[src/rfs_pkg.sv]
// Package for the ring FIFO with search: field widths, request codes and the
// command/status bundles shared by the controller and the datapath.
// No dependencies.
package rfs_pkg;

  // Field widths
  localparam int DATA_W = 32;
  localparam int ACT_W  = 3;
  localparam int POS_W  = 6;
  localparam int CNT_W  = 7;
  localparam int OUT_W  = 48;  // data, position, count, empty, full, one pad bit

  // Capacity after reset
  localparam logic [CNT_W-1:0] CAP_RST = 7'd64;

  // Request codes
  localparam logic [ACT_W-1:0] ACT_ENQ    = 3'd0;
  localparam logic [ACT_W-1:0] ACT_DEQ    = 3'd1;
  localparam logic [ACT_W-1:0] ACT_PEEK   = 3'd2;
  localparam logic [ACT_W-1:0] ACT_CLEAR  = 3'd3;
  localparam logic [ACT_W-1:0] ACT_SEARCH = 3'd4;

  // Controller to datapath
  typedef struct packed {
    logic load;        // latch a new request, preset a failing result
    logic do_enq;      // write at tail, advance tail, count up
    logic do_deq;      // read head, advance head, count down
    logic do_peek;     // read head
    logic do_clear;    // pointers and count to zero
    logic srch_start;  // read head, set up the walk
    logic srch_step;   // compare one entry, read the next
    logic take_rdata;  // capture memory read data as result data
    logic res_ok;      // mark the result as a success
    logic out_load;    // move the result into the output register
  } cmd_t;

  // Datapath to controller
  typedef struct packed {
    logic [ACT_W-1:0] act;
    logic             empty;
    logic             full;
    logic             srch_hit;   // entry under compare matches
    logic             srch_last;  // entry under compare is the last stored one
    logic             out_free;   // output register can take a result
  } sts_t;

endpackage

[src/rfs_ram.sv]
// Generic single-write, single-read RAM with registered read data.
// No dependencies.
module rfs_ram #(
  parameter int WIDTH = 32,
  parameter int DEPTH = 64
) (
  input  logic                     clk_i,
  input  logic                     we_i,
  input  logic [$clog2(DEPTH)-1:0] waddr_i,
  input  logic [WIDTH-1:0]         wdata_i,
  input  logic                     re_i,
  input  logic [$clog2(DEPTH)-1:0] raddr_i,
  output logic [WIDTH-1:0]         rdata_o
);

  logic [WIDTH-1:0] mem [DEPTH];
  logic [WIDTH-1:0] rdata_q;

  always_ff @(posedge clk_i) begin
    if (we_i) begin
      mem[waddr_i] <= wdata_i;
    end
    if (re_i) begin
      rdata_q <= mem[raddr_i];
    end
  end

  assign rdata_o = rdata_q;

endmodule

[src/rfs_datapath.sv]
// Datapath of the ring FIFO: pointers, count, capacity register, slot memory,
// search walk and the output register. Depends on rfs_pkg and rfs_ram.
module rfs_datapath #(
  parameter int DEPTH = 64
) (
  input  logic                           clk_i,
  input  logic                           rst_ni,
  input  logic [rfs_pkg::ACT_W-1:0]      action_i,
  input  logic [rfs_pkg::DATA_W-1:0]     value_i,
  input  logic                           cfg_we_i,
  input  logic [rfs_pkg::CNT_W-1:0]      cfg_data_i,
  input  rfs_pkg::cmd_t                  cmd_i,
  output rfs_pkg::sts_t                  sts_o,
  output logic                           out_valid_o,
  input  logic                           out_ready_i,
  output logic [rfs_pkg::OUT_W-1:0]      out_data_o,
  output logic                           out_user_o
);

  localparam int AW = $clog2(DEPTH);
  localparam int CW = rfs_pkg::CNT_W;
  localparam int DW = rfs_pkg::DATA_W;
  localparam int PW = rfs_pkg::POS_W;
  // Count and walk widths follow DEPTH; the result fields are cut to their widths
  localparam int SW = $clog2(DEPTH + 1);
  localparam int KW = (SW > CW) ? SW : CW;
  localparam int EW = (AW + 1 > KW) ? AW + 1 : KW;

  logic [AW-1:0] head_q, tail_q, walk_q;
  logic [SW-1:0] stored_q, chk_q;
  logic [CW-1:0] cap_q;
  logic [KW-1:0] eff_cap;
  logic [rfs_pkg::ACT_W-1:0] act_q;
  logic [DW-1:0] val_q, res_data_q, rd_data;
  logic [PW-1:0] res_pos_q;
  logic          res_fail_q;
  logic          out_valid_q;
  logic [rfs_pkg::OUT_W-1:0] out_data_q;
  logic          out_user_q;
  logic [AW-1:0] rd_addr;
  logic          rd_en;
  logic          full;

  // Next pointer position, wrapping at the capacity
  function automatic logic [AW-1:0] adv(input logic [AW-1:0] p, input logic [KW-1:0] cap);
    logic [EW-1:0] nxt;
    nxt = EW'(p) + EW'(1);
    if (nxt >= EW'(cap)) begin
      adv = '0;
    end else begin
      adv = nxt[AW-1:0];
    end
  endfunction

  // Capacity clamped to 1..DEPTH
  always_comb begin
    eff_cap = KW'(cap_q);
    if (cap_q == '0) begin
      eff_cap = KW'(1);
    end else if (EW'(cap_q) > EW'(DEPTH)) begin
      eff_cap = KW'(DEPTH);
    end
  end

  assign full = (KW'(stored_q) >= eff_cap);

  // Slot memory: write at tail, read at head or at the walk pointer
  assign rd_addr = cmd_i.srch_step ? walk_q : head_q;
  assign rd_en   = cmd_i.do_deq | cmd_i.do_peek | cmd_i.srch_start | cmd_i.srch_step;

  rfs_ram #(
    .WIDTH(DW),
    .DEPTH(DEPTH)
  ) u_ram (
    .clk_i  (clk_i),
    .we_i   (cmd_i.do_enq),
    .waddr_i(tail_q),
    .wdata_i(val_q),
    .re_i   (rd_en),
    .raddr_i(rd_addr),
    .rdata_o(rd_data)
  );

  // Queue control state and output valid
  always_ff @(posedge clk_i or negedge rst_ni) begin
    if (!rst_ni) begin
      head_q      <= '0;
      tail_q      <= '0;
      stored_q    <= '0;
      cap_q       <= rfs_pkg::CAP_RST;
      out_valid_q <= 1'b0;
    end else begin
      if (cfg_we_i) begin
        cap_q <= cfg_data_i;
      end
      if (cmd_i.do_enq) begin
        tail_q   <= adv(tail_q, eff_cap);
        stored_q <= stored_q + SW'(1);
      end
      if (cmd_i.do_deq) begin
        head_q   <= adv(head_q, eff_cap);
        stored_q <= stored_q - SW'(1);
      end
      if (cmd_i.do_clear) begin
        head_q   <= '0;
        tail_q   <= '0;
        stored_q <= '0;
      end
      if (cmd_i.out_load) begin
        out_valid_q <= 1'b1;
      end else if (out_ready_i) begin
        out_valid_q <= 1'b0;
      end
    end
  end

  // Request, result and search walk registers
  always_ff @(posedge clk_i) begin
    if (cmd_i.load) begin
      act_q      <= action_i;
      val_q      <= value_i;
      res_fail_q <= 1'b1;
      res_data_q <= '0;
      res_pos_q  <= '0;
    end
    if (cmd_i.res_ok) begin
      res_fail_q <= 1'b0;
    end
    if (cmd_i.take_rdata) begin
      res_data_q <= rd_data;
    end
    if (cmd_i.srch_start) begin
      walk_q <= adv(head_q, eff_cap);
      chk_q  <= '0;
    end
    if (cmd_i.srch_step) begin
      walk_q <= adv(walk_q, eff_cap);
      chk_q  <= chk_q + SW'(1);
      if (rd_data == val_q) begin
        res_pos_q <= PW'(chk_q);
      end
    end
    if (cmd_i.out_load) begin
      out_user_q <= res_fail_q;
      out_data_q <= {1'b0, full, (stored_q == '0), CW'(stored_q), res_pos_q, res_data_q};
    end
  end

  // Status to the controller
  assign sts_o.act       = act_q;
  assign sts_o.empty     = (stored_q == '0);
  assign sts_o.full      = full;
  assign sts_o.srch_hit  = (rd_data == val_q);
  assign sts_o.srch_last = ((chk_q + SW'(1)) == stored_q);
  assign sts_o.out_free  = !out_valid_q || out_ready_i;

  assign out_valid_o = out_valid_q;
  assign out_data_o  = out_data_q;
  assign out_user_o  = out_user_q;

  // Checks
  a_enq_not_full: assert property (@(posedge clk_i) disable iff (!rst_ni)
    cmd_i.do_enq |-> !full)
    else $error("enqueue issued while the queue is full");

  a_deq_not_empty: assert property (@(posedge clk_i) disable iff (!rst_ni)
    (cmd_i.do_deq || cmd_i.do_peek || cmd_i.srch_start) |-> (stored_q != '0))
    else $error("head read issued while the queue is empty");

  a_out_free: assert property (@(posedge clk_i) disable iff (!rst_ni)
    cmd_i.out_load |-> (!out_valid_q || out_ready_i))
    else $error("result loaded over an untaken result");

  a_clear_count: assert property (@(posedge clk_i) disable iff (!rst_ni)
    cmd_i.do_clear |=> (stored_q == '0))
    else $error("count not zero after clear");

  a_rdata_follows_read: assert property (@(posedge clk_i) disable iff (!rst_ni)
    cmd_i.take_rdata |-> $past(cmd_i.do_deq || cmd_i.do_peek))
    else $error("read data taken without a head read");

endmodule

[src/rfs_ctrl.sv]
// Controller of the ring FIFO: sequences one request at a time through
// execute, memory read, search walk and result hand-off. Depends on rfs_pkg.
module rfs_ctrl (
  input  logic          clk_i,
  input  logic          rst_ni,
  input  logic          in_valid_i,
  output logic          in_ready_o,
  input  rfs_pkg::sts_t sts_i,
  output rfs_pkg::cmd_t cmd_o
);

  localparam logic [2:0] ST_IDLE   = 3'd0;
  localparam logic [2:0] ST_EXEC   = 3'd1;
  localparam logic [2:0] ST_RDWAIT = 3'd2;
  localparam logic [2:0] ST_SEARCH = 3'd3;
  localparam logic [2:0] ST_DONE   = 3'd4;

  logic [2:0] state_q, state_d;

  always_ff @(posedge clk_i or negedge rst_ni) begin
    if (!rst_ni) begin
      state_q <= ST_IDLE;
    end else begin
      state_q <= state_d;
    end
  end

  assign in_ready_o = (state_q == ST_IDLE);

  // Next state and commands
  always_comb begin
    state_d = state_q;
    cmd_o   = '0;
    case (state_q)
      ST_IDLE: begin
        if (in_valid_i) begin
          cmd_o.load = 1'b1;
          state_d    = ST_EXEC;
        end
      end
      ST_EXEC: begin
        state_d = ST_DONE;
        case (sts_i.act)
          rfs_pkg::ACT_ENQ: begin
            if (!sts_i.full) begin
              cmd_o.do_enq = 1'b1;
              cmd_o.res_ok = 1'b1;
            end
          end
          rfs_pkg::ACT_DEQ: begin
            if (!sts_i.empty) begin
              cmd_o.do_deq = 1'b1;
              cmd_o.res_ok = 1'b1;
              state_d      = ST_RDWAIT;
            end
          end
          rfs_pkg::ACT_PEEK: begin
            if (!sts_i.empty) begin
              cmd_o.do_peek = 1'b1;
              cmd_o.res_ok  = 1'b1;
              state_d       = ST_RDWAIT;
            end
          end
          rfs_pkg::ACT_CLEAR: begin
            cmd_o.do_clear = 1'b1;
            cmd_o.res_ok   = 1'b1;
          end
          rfs_pkg::ACT_SEARCH: begin
            if (!sts_i.empty) begin
              cmd_o.srch_start = 1'b1;
              state_d          = ST_SEARCH;
            end
          end
          default: begin
            state_d = ST_DONE;
          end
        endcase
      end
      ST_RDWAIT: begin
        cmd_o.take_rdata = 1'b1;
        state_d          = ST_DONE;
      end
      ST_SEARCH: begin
        cmd_o.srch_step = 1'b1;
        if (sts_i.srch_hit) begin
          cmd_o.res_ok = 1'b1;
          state_d      = ST_DONE;
        end else if (sts_i.srch_last) begin
          state_d = ST_DONE;
        end
      end
      ST_DONE: begin
        if (sts_i.out_free) begin
          cmd_o.out_load = 1'b1;
          state_d        = ST_IDLE;
        end
      end
      default: begin
        state_d = ST_IDLE;
      end
    endcase
  end

endmodule

[src/ring_fifo_with_search_core.sv]
// Ring FIFO of signed 32-bit words with enqueue, dequeue, peek, clear and search.
// Each request passes the execute state, then a read wait state for dequeue and
// peek or a walk of k compared entries for search (k at most the stored count, so
// at most DEPTH), then the result hand-off; one request in flight at a time.
// The search walk reads one slot per cycle from the single memory read port.
// Reset clears pointers and count and sets capacity to 64; slot contents are kept.
module ring_fifo_with_search_core #(
  parameter int DEPTH = 64
) (
  input  logic        clk_i,
  input  logic        rst_ni,
  // Request stream
  input  logic        s_tvalid,
  output logic        s_tready,
  input  logic [31:0] s_tdata,   // [31:0] value
  input  logic [2:0]  s_tuser,   // [2:0] action
  // Result stream
  output logic        m_tvalid,
  input  logic        m_tready,
  output logic [47:0] m_tdata,   // [31:0] data, [37:32] position, [44:38] count,
                                 // [45] empty_res, [46] full_res, [47] zero
  output logic        m_tuser,   // [0] status
  // Capacity register write
  input  logic        cfg_valid_i,
  output logic        cfg_ready_o,
  input  logic [6:0]  cfg_data_i
);

  rfs_pkg::cmd_t cmd;
  rfs_pkg::sts_t sts;

  assign cfg_ready_o = 1'b1;

  rfs_ctrl u_ctrl (
    .clk_i     (clk_i),
    .rst_ni    (rst_ni),
    .in_valid_i(s_tvalid),
    .in_ready_o(s_tready),
    .sts_i     (sts),
    .cmd_o     (cmd)
  );

  rfs_datapath #(
    .DEPTH(DEPTH)
  ) u_datapath (
    .clk_i      (clk_i),
    .rst_ni     (rst_ni),
    .action_i   (s_tuser),
    .value_i    (s_tdata),
    .cfg_we_i   (cfg_valid_i),
    .cfg_data_i (cfg_data_i),
    .cmd_i      (cmd),
    .sts_o      (sts),
    .out_valid_o(m_tvalid),
    .out_ready_i(m_tready),
    .out_data_o (m_tdata),
    .out_user_o (m_tuser)
  );

endmodule
[config.mk]
export PLATFORM = sky130hd
export DESIGN_NAME = ring_fifo_with_search_core
export DESIGN_NICKNAME = d
export VERILOG_FILES = /design/src/rfs_pkg.sv /design/src/rfs_ram.sv /design/src/rfs_datapath.sv /design/src/rfs_ctrl.sv /design/src/ring_fifo_with_search_core.sv
export SDC_FILE = /design/constraint.sdc
export NUM_CORES = 2
export LEC_CHECK = 0
export BUFFER_PORTS_ARGS = -buffer_cell sky130_fd_sc_hd__clkbuf_2
export CORE_MARGIN = 8
export CORE_UTILIZATION = 45
export CTS_BUF_LIST = sky130_fd_sc_hd__clkbuf_4
export CTS_CLUSTER_DIAMETER = 60
export DETAILED_ROUTE_END_ITERATION = 6
export GPL_TIMING_DRIVEN = 0
export SLEW_MARGIN = 5
export SYNTH_ARGS = -nofsm -noshare
export SYNTH_HDL_FRONTEND = slang
export SYNTH_HIERARCHICAL = 1
export SYNTH_SLANG_ARGS = --single-unit
[constraint.sdc]
create_clock -name clk_i -period 8.05 [get_ports clk_i]
set_input_delay 1.61 -clock clk_i [delete_from_list [all_inputs] [get_ports clk_i]]
set_output_delay 1.61 -clock clk_i [all_outputs]
set_load 0.02 [all_outputs]
* Word level (Yosys, flattened, before mapping)
Memory sizes are Yosys's and may differ from the RTL's. A register that Yosys moved wholly into a read port is not among the register bits. Cells that the tools add are included.
Cells by class: add/subtract/negate cells 6, order comparisons 5, equal/unequal tests 13, mux-type cells 51, bitwise operators 3, reductions and logical operators 14
Operators with widths (number):
- $mux W6 | 13
- $mux W32 | 2
- $mux W7 | 7
- $eq A32 B32 Y1 | 1
- $ge A7 B7 Y1 | 4
- $add A6 B1 Y7 const B | 3
- $mux W1 | 18
- $mux W3 | 6
- $pmux W3 S5 | 1
- $add A7 B1 Y7 const B | 2
- $logic_not A7 Y1 | 2
- $eq A3 B2 Y1 const B | 4
- $reduce_bool A2 Y1 | 5
- $eq A7 B7 Y1 | 1
- $gt A7 B7 Y1 const B | 1
- $sub A7 B1 Y7 const B | 1
- $eq A3 B1 Y1 const B | 2
- $eq A3 B3 Y1 const B | 2
- $logic_not A3 Y1 | 2
- $pmux W3 S2 | 1
- $mux W5 | 1
- $ne A2 B2 Y1 const B | 2
- $ne A3 B3 Y1 const B | 1
- $or A1 B1 Y1 | 3
- 7 further kinds | 7
Word-level totals: flip-flop bits (word level) 165, memory bits (writable) 2048, input port bits 47, output and inout port bits 52, word-level logic and storage cells 108, memories kept 1
Memory list:
- u_datapath.u_ram.mem | depth 64, width 32, rd ports 1, clocked after memory_dff 1, write ports 1, line rfs_ram.sv:16 | logic [WIDTH-1:0] mem [DEPTH];

* Depth between registers and ports, before layout
word-level depth 10, depth in mapped cells 17

* Hierarchy
The synthesis kept the hierarchy.
By module, submodules not included:
- rfs_ram | instances 1, cells an instance 3324, area each 78835.6 um^2, sequential area each 62459.9 um^2
- rfs_datapath | instances 1, cells an instance 514, area each 7254.5 um^2, sequential area each 4660.7 um^2
- rfs_ctrl | instances 1, cells an instance 40, area each 342.8 um^2, sequential area each 75.1 um^2
- ring_fifo_with_search_core | instances 1, cells an instance 2, area each 11.3 um^2, sequential area each 0.0 um^2

* Worst setup path after synthesis
OpenSTA, ideal clock, no wires.
path kind register to register, start register u_datapath.cap_q[2], end memory u_datapath.u_ram.mem[48][0] (enable), data arrival time 5.573 ns, required time 7.589 ns, slack 2.016 ns, stages on the path, launching flop included 16, buffers on the path 1, clock period less this slack 6.034 ns, cells stage by stage dfrtp_1 > nor3_1 > a21oi_1 > nor2_1 > ha_1 > nand2b_1 > a21oi_1 > nor2b_1 > o21ai_0 > o2bb2ai_1 > o21ai_0 > buf_4 > nor4b_1 > nor2b_1 > nand4b_1 > nor3_1
RTL lines:
- start: declaration | line rfs_datapath.sv:31 | logic [CW-1:0] cap_q;
- start signal: assignment | line rfs_datapath.sv:90 | cap_q <= rfs_pkg::CAP_RST;
- start signal: assignment | line rfs_datapath.sv:94 | cap_q <= cfg_data_i;
- end: declaration | line rfs_ram.sv:16

==> flow_summary.toml <==
[global_route]
grt_usage_pct = 26.3
first_global_vias = 47000
grt_pass1_wl_mm = 373
overflow = 0
grt_max_degree = 44
antenna_found_initial = 10

[yosys]
synth_top_area_share_pct = 76.7
synth_common_cells = "edfxtp_1 (2208), mux4_2 (544), nor2_1 (159), mux2i_1 (95), o22ai_1 (89)"
synth_flop_cell = "edfxtp_1"
synth_top_area_cell = "edfxtp_1"
ys_seq_elements = 2245
ys_warn_count = 6
synthTopCellsByArea = "edfxtp_1 (77%), mux4_2 (14%), mux2i_1 (1.1%)"
synth_cell_types = 74
ys_seq_area_share_pct = 77.7
synthArstFlopShare_pct = 1.34
syn_nets = 3965
synthCells = 3880
synth_area_um2 = 86400
synth_edf_count = 2208
synth.most_common_cell = "edfxtp_1"
syn_avg_cell_area_um2 = 22.3

[routing]
wl_per_cell_um = 35.7
vias_per_cell = 6.20
drt_first_iter_violations = 6757
vias = 47600
ant_nets = 0
wl_met3_mm = 31.3
dr.pass1.iters = 7
drt-met1-wl_mm = 102
wirelength_mm = 274
drc = 1
top_layer = "met5"
wl_met2_mm = 125

[worst_setup_path]
slowest_stage = "nor2_4"
arrival_ns = 6.71
rr_startpoint = "u_datapath/cap_q[2]"
startpoint_type = "register"
slowest_delay_ns = 0.90
worstSetupEndpointType = "register"
critPathMaxFanout = 12
cp-startpoint = "u_datapath/cap_q[2]"
cp_cell_sequence = "nor3_1, a21oi_1, nor2_1, ha_1, nand2b_1, a21oi_1, nor2b_1, o21ai_0, o2bb2ai_1, o21ai_0, buf_4, nor4b_2, buf_4, nor2b_1, nand3_1, nor2_4, buf_12, buf_12"
critPathRequiredTime_ns = 9.03
path_class = "reg -> reg"

[floorplanning]
core_area_um2 = 192000
die_w_um = 454
die_h_um = 454
boundaryPins = 99
initial_core_util_pct = 45.1
std_cell_rows = 161
dieArea_um2 = 206000

[power]
peakVddDrop_v = 0.000177
leakagePower_nw = 33.0
power_density_nw_per_um2 = 294

[placed_design]
placed_cells = 6699
pre_cts_ws_ns = 2.45
place_congestion = 0.868
hpwl_mm = 184
io_buffers = 95

[cells_and_area]
stdcell_count = 7669
drive_gt1_share_pct = 37.2
num-nets-final = 4847
syn2layout_area_growth_pct = 17.9
finish.utilization_pct = 53.2

[cts]
cts.path.max_buffers = 4
root_buffer = "clkbuf_4"
cts_num_sinks = 2245
cts_tree = "yes"
clk_latency_ns = 1.38
h-tree-depth = 6
post_cts_resized = 0
cts-buffers-inserted = 587
cts_setup_buffers = 0
postCtsHoldBufs = 0
cts.clk_slew.worst_paths_ns = 0.06

[sta]
max_freq_mhz = 174
hold_slack_ns = 0.349
rsz0062_at_grt = "no"
finalClockSkew_ns = 0.101
fin_tns_setup_ns = 0
drv_slew = 0
period_share_pct = 71.2
min_period_ns = 5.74
maxSlewHeadroom_pct = 7.46
tightest_slew_ns = 1.39
worst_slack_ns = 2.31
hold_viol_final = 0
setup_viol = 0

[run_status]
status = "complete, but fails checks"
violations = "DRC"

[flow_run]
max-cap-violations = 0

[worst_hold_path]
hold_path.class = "in -> async"
-- power breakdown --
| group | total, mW | internal [mW] | switching (mW) |
|---|---|---|---|
| registers | 14.1 | 13.8 | 0.379 |
| logic | 6.41 | 2.60 | 3.82 |
| clock network | 9.46 | 4.94 | 4.53 |
-- sequential cells by signal, indices dropped and copies added (netlist names), 7 cells and up --
| register | count |
|---|---|
| u_datapath/val_q | 32 |
| u_datapath/chk_q | 7 |
| u_datapath/stored_q | 7 |
| u_datapath/u_ram/rdata_o | 32 |
| u_datapath/u_ram/mem | 2048 |
| u_datapath/cap_q | 7 |
| u_datapath/out_data_o | 47 |
| u_datapath/res_data_q | 32 |
-- cell type report --
type | instances | area (um^2)
Sequential cell | 2245 | 67200
Multi-Input combinational cell | 1428 | 18700
Clock buffer | 844 | 6340
Antenna cell | 5 | 12.5
Clock inverter | 121 | 608
Inverter | 9 | 33.8
Buffer | 198 | 977
Fill cell | 15000 | 89800
Timing Repair Buffer | 293 | 4880
Tap cell | 2526 | 3160
-- logic make-up after synthesis --
group | Yosys count | share of synthesized area (%)
adders and majority gates | 38 | 0.559
buffers and inverters | 207 | 1.16
AOI/OAI and AO/OA | 263 | 1.99
DFF | 2245 | 77.7
other | 2 | 0.00869
and+or+nand+nor | 405 | 2.37
xor gates and xnor gates | 62 | 0.628
muxes | 658 | 15.5
-- worst max-delay path, delay by kind of cell, from the launching register on --
kind / cells / cell delay [ns]
adder cells (fa/ha/maj): 1 / 0.32
AND/OR/NAND/NOR: 8 / 3.06
buffers and inverters: 4 / 0.93
flip-flops: 1 / 0.40
AO/OA/AOI/OAI: 5 / 0.61
-- cell usage in the layout (no fill, tap or decap), drive strengths merged, types with 6 or more instances in the layout --
| cell | netlist | final |
|---|---|---|
| nand2b | 28 | 28 |
| a21oi | 77 | 77 |
| nor2 | 160 | 160 |
| xor2 | 43 | 43 |
| inv | 9 | 16 |
| buf | 113 | 311 |
| o22ai | 89 | 89 |
| a21o | 10 | 10 |
| nand2 | 57 | 57 |
| o221ai | 27 | 27 |
| edfxtp | 2208 | 2208 |
| or2 | 6 | 6 |
| a311oi | 8 | 8 |
| clkinv | 0 | 107 |
| nand3b | 7 | 7 |
| mux2 | 19 | 19 |
| dfxtp | 7 | 7 |
| nand3 | 21 | 21 |
| mux4 | 544 | 544 |
| and2 | 37 | 37 |
| or3b | 6 | 6 |
| o21ai | 12 | 12 |
| clkbuf | 85 | 1024 |
| and3 | 12 | 12 |
| and2b | 6 | 6 |
| nor3 | 11 | 11 |
| ha | 37 | 37 |
| xnor2 | 19 | 19 |
| dfrtp | 29 | 29 |
| a22oi | 13 | 13 |
| mux2i | 95 | 95 |
| nor4 | 10 | 10 |
| nor2b | 23 | 23 |
-- stage by stage --
step                      area, um^2  total power, mW
final                         102000             30.0
after global routing          102000             31.1
after floorplan                86400             17.9
after detailed placement       95000             20.8
after CTS                     102000             30.2
after global placement         90100             20.3
-- worst paths after layout --
path                                                to  slack [ns]  cells after the start
setup / recovery           u_datapath/u_ram/mem[30][3]        2.31                     18
hold / removal                     u_datapath/cap_q[4]        0.35                      1
setup reg to reg           u_datapath/u_ram/mem[30][3]        2.31                     18
hold reg to reg              u_datapath/out_data_o[22]        0.41                      0
max in group asynchronous            u_ctrl/state_q[2]        7.15                      1
min in group clk_i                u_datapath/val_q[31]        0.41                      1
-- per-layer routing --
layer | GRT usage [%] | vias to the layer above
met5 | 0 | -
met4 | 13.5 | 2
met3 | 6.77 | 656
met2 | 40.1 | 3213
met1 | 35.3 | 25200
li1 | - | 18500
(Power assumes the default switching activity.)
